[config.mk]
export PLATFORM = sky130hd
export DESIGN_NAME = dns_name_label_encoder
export DESIGN_NICKNAME = d
export VERILOG_FILES = /design/src/sv/dnle_pkg.sv /design/src/sv/dnle_ram.sv /design/src/sv/dns_name_label_encoder.sv
export SDC_FILE = /design/constraint.sdc
export NUM_CORES = 1
export LEC_CHECK = 0
export BUFFER_PORTS_ARGS = -buffer_cell sky130_fd_sc_hd__buf_2
export CELL_PAD_IN_SITES_DETAIL_PLACEMENT = 1
export CELL_PAD_IN_SITES_GLOBAL_PLACEMENT = 2
export CORE_MARGIN = 5
export CORE_UTILIZATION = 47
export CTS_CLUSTER_DIAMETER = 30
export CTS_CLUSTER_SIZE = 28
export DETAILED_ROUTE_END_ITERATION = 16
export HOLD_SLACK_MARGIN = 0.06
export PLACE_DENSITY = 0.83
export SLEW_MARGIN = 20
export SYNTH_ARGS = -nofsm -noshare
export SYNTH_HDL_FRONTEND = slang
export SYNTH_SLANG_ARGS = --single-unit
[constraint.sdc]
create_clock -name clk -period 3.3 [get_ports clk]
set_input_delay 0.33 -clock clk [delete_from_list [all_inputs] [get_ports clk]]
set_output_delay 0.33 -clock clk [all_outputs]
set_load 0.02 [all_outputs]
[src/sv/dnle_pkg.sv]
package dnle_pkg;

    localparam int BYTE_W = 8;
    localparam int CNT_W  = 6;

    localparam logic [BYTE_W-1:0] DOT_CHAR  = 8'd46;
    localparam logic [BYTE_W-1:0] TERM_BYTE = 8'd0;

    localparam logic MODE_CHAR = 1'b0;
    localparam logic MODE_END  = 1'b1;

endpackage

[src/sv/dnle_ram.sv]
module dnle_ram #(
    parameter int WIDTH = 8,
    parameter int DEPTH = 62
) (
    input  logic                                     clk,
    input  logic                                     we,
    input  logic [(DEPTH > 1 ? $clog2(DEPTH) : 1)-1:0] waddr,
    input  logic [WIDTH-1:0]                         wdata,
    input  logic                                     re,
    input  logic [(DEPTH > 1 ? $clog2(DEPTH) : 1)-1:0] raddr,
    output logic [WIDTH-1:0]                         rdata
);

    logic [WIDTH-1:0] mem [DEPTH];

    always_ff @(posedge clk)
    begin
        if (we)
        begin
            mem[waddr] <= wdata;
        end
        if (re)
        begin
            rdata <= mem[raddr];
        end
    end

endmodule

[src/sv/dns_name_label_encoder.sv]
// channel   dir  tdata            tuser             tlast
// s_axis    in   char_byte [7:0]  mode [0]          -
// m_axis    out  out_byte [7:0]   label_overflow [0] last
//
// a name character gives no result; it is written to the label ram, or dropped with the
// overflow flag set once the label is full; a dot or end-of-name request starts a flush of
// n kept characters (length byte, then each character in turn, ram read issued one byte
// ahead, then the zero terminator on end of name); input is held off during the flush
// reset clears count, overflow flag and the output register; the label ram is not cleared
// a stall on m_axis holds the flush in place; characters are still taken while the last
// result of a finished flush waits in the output register
module dns_name_label_encoder
    import dnle_pkg::*;
#(
    parameter int MAX_LABEL = 62
) (
    input  logic              clk,
    input  logic              rst_n,
    input  logic              s_axis_tvalid,
    output logic              s_axis_tready,
    input  logic [BYTE_W-1:0] s_axis_tdata,   // [7:0] char_byte
    input  logic              s_axis_tuser,   // [0] mode
    output logic              m_axis_tvalid,
    input  logic              m_axis_tready,
    output logic [BYTE_W-1:0] m_axis_tdata,   // [7:0] out_byte
    output logic              m_axis_tlast,
    output logic              m_axis_tuser    // [0] label_overflow
);

    localparam int AW = (MAX_LABEL > 1) ? $clog2(MAX_LABEL) : 1;

    typedef enum logic [1:0] {
        ST_IDLE,
        ST_LEN,
        ST_DATA,
        ST_TERM
    } state_t;

    state_t            state_reg, state_next;
    logic [CNT_W-1:0]  count_reg, count_next;
    logic              ovf_reg, ovf_next;
    logic [CNT_W-1:0]  len_reg, len_next;
    logic [CNT_W-1:0]  rem_reg, rem_next;
    logic [AW-1:0]     rd_addr_reg, rd_addr_next;
    logic              flush_ovf_reg, flush_ovf_next;
    logic              term_reg, term_next;
    logic              m_valid_reg, m_valid_next;
    logic [BYTE_W-1:0] m_data_reg, m_data_next;
    logic              m_last_reg, m_last_next;
    logic              m_user_reg, m_user_next;

    logic              s_accept;
    logic              slot_free;
    logic              ram_we;
    logic              ram_re;
    logic [AW-1:0]     ram_raddr;
    logic [BYTE_W-1:0] ram_rdata;

    assign s_axis_tready = (state_reg == ST_IDLE);
    assign s_accept      = s_axis_tvalid && s_axis_tready;
    assign slot_free     = !m_valid_reg || m_axis_tready;

    assign m_axis_tvalid = m_valid_reg;
    assign m_axis_tdata  = m_data_reg;
    assign m_axis_tlast  = m_last_reg;
    assign m_axis_tuser  = m_user_reg;

    dnle_ram #(
        .WIDTH (BYTE_W),
        .DEPTH (MAX_LABEL)
    ) u_label_ram (
        .clk   (clk),
        .we    (ram_we),
        .waddr (count_reg[AW-1:0]),
        .wdata (s_axis_tdata),
        .re    (ram_re),
        .raddr (ram_raddr),
        .rdata (ram_rdata)
    );

    always_comb
    begin
        state_next     = state_reg;
        count_next     = count_reg;
        ovf_next       = ovf_reg;
        len_next       = len_reg;
        rem_next       = rem_reg;
        rd_addr_next   = rd_addr_reg;
        flush_ovf_next = flush_ovf_reg;
        term_next      = term_reg;
        m_valid_next   = m_valid_reg && !m_axis_tready;
        m_data_next    = m_data_reg;
        m_last_next    = m_last_reg;
        m_user_next    = m_user_reg;
        ram_we         = 1'b0;
        ram_re         = 1'b0;
        ram_raddr      = rd_addr_reg;

        case (state_reg)
            ST_IDLE:
            begin
                if (s_accept)
                begin
                    if ((s_axis_tuser == MODE_END) || (s_axis_tdata == DOT_CHAR))
                    begin
                        len_next       = count_reg;
                        flush_ovf_next = ovf_reg;
                        term_next      = (s_axis_tuser == MODE_END);
                        count_next     = '0;
                        ovf_next       = 1'b0;
                        state_next     = ST_LEN;
                    end
                    else if (count_reg < CNT_W'(MAX_LABEL))
                    begin
                        ram_we     = 1'b1;
                        count_next = count_reg + CNT_W'(1);
                    end
                    else
                    begin
                        // label full: character is dropped
                        ovf_next = 1'b1;
                    end
                end
            end
            ST_LEN:
            begin
                if (slot_free)
                begin
                    m_valid_next = 1'b1;
                    m_data_next  = {{(BYTE_W-CNT_W){1'b0}}, len_reg};
                    m_last_next  = !term_reg && (len_reg == '0);
                    m_user_next  = flush_ovf_reg;
                    if (len_reg != '0)
                    begin
                        ram_re       = 1'b1;
                        ram_raddr    = '0;
                        rd_addr_next = AW'(1);
                        rem_next     = len_reg;
                        state_next   = ST_DATA;
                    end
                    else
                    begin
                        state_next = term_reg ? ST_TERM : ST_IDLE;
                    end
                end
            end
            ST_DATA:
            begin
                if (slot_free)
                begin
                    m_valid_next = 1'b1;
                    m_data_next  = ram_rdata;
                    m_last_next  = !term_reg && (rem_reg == CNT_W'(1));
                    m_user_next  = flush_ovf_reg;
                    rem_next     = rem_reg - CNT_W'(1);
                    if (rem_reg != CNT_W'(1))
                    begin
                        // fetch the next character while this one goes out
                        ram_re       = 1'b1;
                        rd_addr_next = rd_addr_reg + AW'(1);
                    end
                    else
                    begin
                        state_next = term_reg ? ST_TERM : ST_IDLE;
                    end
                end
            end
            ST_TERM:
            begin
                if (slot_free)
                begin
                    m_valid_next = 1'b1;
                    m_data_next  = TERM_BYTE;
                    m_last_next  = 1'b1;
                    m_user_next  = 1'b0;
                    state_next   = ST_IDLE;
                end
            end
            default:
            begin
                state_next = ST_IDLE;
            end
        endcase
    end

    always_ff @(posedge clk or negedge rst_n)
    begin
        if (!rst_n)
        begin
            state_reg     <= ST_IDLE;
            count_reg     <= '0;
            ovf_reg       <= 1'b0;
            len_reg       <= '0;
            rem_reg       <= '0;
            rd_addr_reg   <= '0;
            flush_ovf_reg <= 1'b0;
            term_reg      <= 1'b0;
            m_valid_reg   <= 1'b0;
            m_data_reg    <= '0;
            m_last_reg    <= 1'b0;
            m_user_reg    <= 1'b0;
        end
        else
        begin
            state_reg     <= state_next;
            count_reg     <= count_next;
            ovf_reg       <= ovf_next;
            len_reg       <= len_next;
            rem_reg       <= rem_next;
            rd_addr_reg   <= rd_addr_next;
            flush_ovf_reg <= flush_ovf_next;
            term_reg      <= term_next;
            m_valid_reg   <= m_valid_next;
            m_data_reg    <= m_data_next;
            m_last_reg    <= m_last_next;
            m_user_reg    <= m_user_next;
        end
    end

endmodule

==> metrics.md <==
| Metric | Value |
|---|---|
| Clock Skew | 0.05333 ns |
| Leakage | 0.009763 uW |
| Top post-synthesis cells by area | edfxtp_1, mux2i_1, dfrtp_1 |
| Final Util | 0.5847 |
| Post-synthesis sequential area ratio | 0.7179 |
| DR vias | 14431 |
| Initial antenna violation count | 1 |
| Syn Area/Cell | 15.70 um2 |
| Total Routing Usage GR | 0.2707 |
| CTS Buf Count | 109 |
| Setup Viol. Count Final | 0 |
| Final hold viol count | 0 |
| Iteration-0 DRC Markers | 1788 |
| Crit path required time | 3.75 ns |
| Flop2flop setup slack | 0.01 ns |
| Hold Slack | 0.1481 ns |
| Post-CTS Setup Repair Bufs | 0 |
| Die H | 228.7 um |
| Reg2reg end | u_label_ram.rdata[3]$_DFFE_PP_ |
| CTS tree | done |
| Synthesized Nets | 1453 |
| CP endpoint kind | register |
| Worst Path Max Fanout | 18 |
| Antenna viol nets, final | 0 |
| Via density per instance | 6.307 |
| WL final | 71790 um |
| Pwr Density | 975.4 nW/um2 |
| Run status | finished, final reports clean |
| Post-synth cell types | 68 |
| Main flop type after synthesis | edfxtp_1 |
| I/O Pins | 25 |
| Worst Path Arrival | 3.74 ns |
| Initial Util | 0.4727 |
| RSZ-0062 raised after global routing | no |
| Share of layout cells above drive strength 1 | 0.2457 |
| Max FFs per register | 496 |
| Most frequent cells in the layout | edfxtp_1, mux2i_1, clkbuf_16, buf_4, o21ai_0 |
| #FFs+latches synth | 544 |
| VDD IR max | 0.5282 mV |
| Tcrit/Tclk final | 0.9968 |
| Most common cell after layout, fill and taps aside | edfxtp_1 |
| Number of synthesized flops with an enable pin | 504 |
| Vias in the first global route | 15243 |
| HPWL after DPL | 41170 um |
| GP Congestion | 0.8677 |
| Core area | 47550 um2 |
| Tmin final | 3.289 ns |
| HP Start | s_axis_tuser |
| Worst-path clk slew | 0.05 ns |
| Post-Synthesis Cells | 1432 |
| Core Rows | 80 |
| Post-synthesis cell area | 22480 um2 |
| Clock Latency Late Sink | 0.66 ns |
| Grt total ovfl | 0 |
| First-pass GRT wire length | 105400 um |
| Hold EP | term_reg$_DFFE_PN0P_ |
| Bufs and invs on worst path | 1 |
| Worst hold path type | in -> reg |
| Synth area leader | edfxtp_1 |
| Clk root buf | clkbuf_16 |
| Most flops, register | u_label_ram.mem |
| Average wire per standard cell | 31.37 um |
| FFs w/ async S/R, synth | 0.07353 |
| Critical path's largest stage delay | 0.61 ns |
| CP cell instances | or4_4 > o311ai_4 > buf_4 > o21ai_2 > a211oi_1 > nor3_1 > o32ai_1 |
| Worst r2r src | len_reg[4]$_DFFE_PN0P_ |
| P&R area growth vs syn | 23.69% |
| # clock sinks | 544 |
| Nets | 1600 |
| Htree depth | 3 |
| Antenna cells | 0 |
| R2R depth | 7 |
| DRC | 0 |
| Path type of the worst setup path | reg -> reg |
| Largest net degree at the start of global routing | 67 |
| Worst-Margin Slew | 1.000 ns |
| WHS Path Cells | 3 |
| Die ar. | 52290 um2 |
| Top-area cell type share of the netlist area | 0.6734 |
| # port buffers | 24 |
| Count of pins over their slew limit | 0 |
| Max Cap Viol | 0 |
| Fmax | 0.3040 GHz |
| Kind of start point of the critical path | register |
| DIE WIDTH | 228.7 um |
| Warnings, synthesis | 0 |
| Relative slew slack | 0.3332 |
| Max clock buf depth | 3 |
| CP delay by family, top | compound AO/OA/AOI/OAI gates |
| Critical-path top delay cell | or4_4 |
| Drt first pass iters | 6 |
-- per-layer routing --
metal	global-route usage	routed length (um)	up-vias	part of all wire
met2	0.4338	34270	732	0.48
met3	0.05441	5477	142	0.076
li1	-	-	6021	-
met5	0	0	-	0
met4	0.1030	2486	0	0.035
met1	0.3694	29550	7536	0.41
-- worst register-to-register path: stages (launching register included) --
cell and delay [ns]:
dfrtp_1 0.45, or4_4 0.61, o311ai_4 0.41, buf_4 0.34, o21ai_2 0.27, a211oi_1 0.58, nor3_1 0.22, o32ai_1 0.18
-- cells in the mapped netlist (10+ instances only) --
cell type,instances
edfxtp_1,504
mux2i_1,113
o21ai_0,98
nor2_1,92
a21oi_1,60
clkbuf_1,43
mux2_2,43
nand3_1,42
nand2_1,41
dfrtp_1,40
buf_2,34
nor3_1,34
mux4_2,30
o22ai_1,29
a221oi_1,21
a211oi_1,17
inv_1,14
nor2b_1,11
buf_1,10
nor3b_1,10
o211ai_1,10
-- area by class of cell --
class	count	area, um2
fill	4289	19750
sequential	544	16140
multi-input combinational	776	5861
clock buffer	128	2840
clock inverter	77	1101
timing repair buffer	134	1031
tap	615	769.5
inverter	14	52.55
-- where the power goes --
group          internal (uW)  switching, uW
sequential              7860            332
clock                   7970           3840
combinational           2470           4650
total                  18300           8820
-- timing repair --
action                                 4_1_cts  5_1_grt
setup endpoints to repair                    0       88
hold buffers                                 4        0
endpoints found under the hold margin       47        0
gates resized for setup                      0        2
-- how the worst max path moves through the flow --
stage	startpoint	end	slack [ns]	cells after the start
after global routing	len_reg[4]$_DFFE_PN0P_	u_label_ram.rdata[0]$_DFFE_PP_	0.0009	7
final	len_reg[4]$_DFFE_PN0P_	u_label_ram.rdata[3]$_DFFE_PP_	0.01	7
after global placement	s_axis_tdata[1]	u_label_ram.mem[24][5]$_DFFE_PP_	-0.04	8
after CTS	len_reg[4]$_DFFE_PN0P_	u_label_ram.rdata[5]$_DFFE_PP_	0.02	6
after detailed placement	s_axis_tdata[6]	u_label_ram.mem[30][0]$_DFFE_PP_	-0.12	8
after floorplan	state_reg[0]$_DFFE_PN0P_	u_label_ram.mem[24][0]$_DFFE_PP_	0.49	9
-- cell families after synthesis --
kind of cell    Yosys count  share of synthesized area
flops                   544                     0.7179
compound gates          319                    0.09403
simple gates            262                    0.05751
mux                     186                     0.1019
buf+inv                 112                    0.02377
fa+ha+maj                 8                   0.004454
xor+xnor                  1                  0.0003898
-- metrics by stage --
stage               TNS (ns)  cells  setup WS (ns)  total power [uW]  area [um2]
floorplan                  0   1432         0.4940             12550       22480
global placement      -2.013   2079       -0.03669             14930       23810
detailed placement    -8.581   2079        -0.1246             15100       23810
CTS                        0   2288        0.01830             27080       27790
global route               0   2288      0.0009313             27920       27800
finish                     0   2288        0.01064             27120       27800
Note: power is estimated with default switching activity, not from simulation.
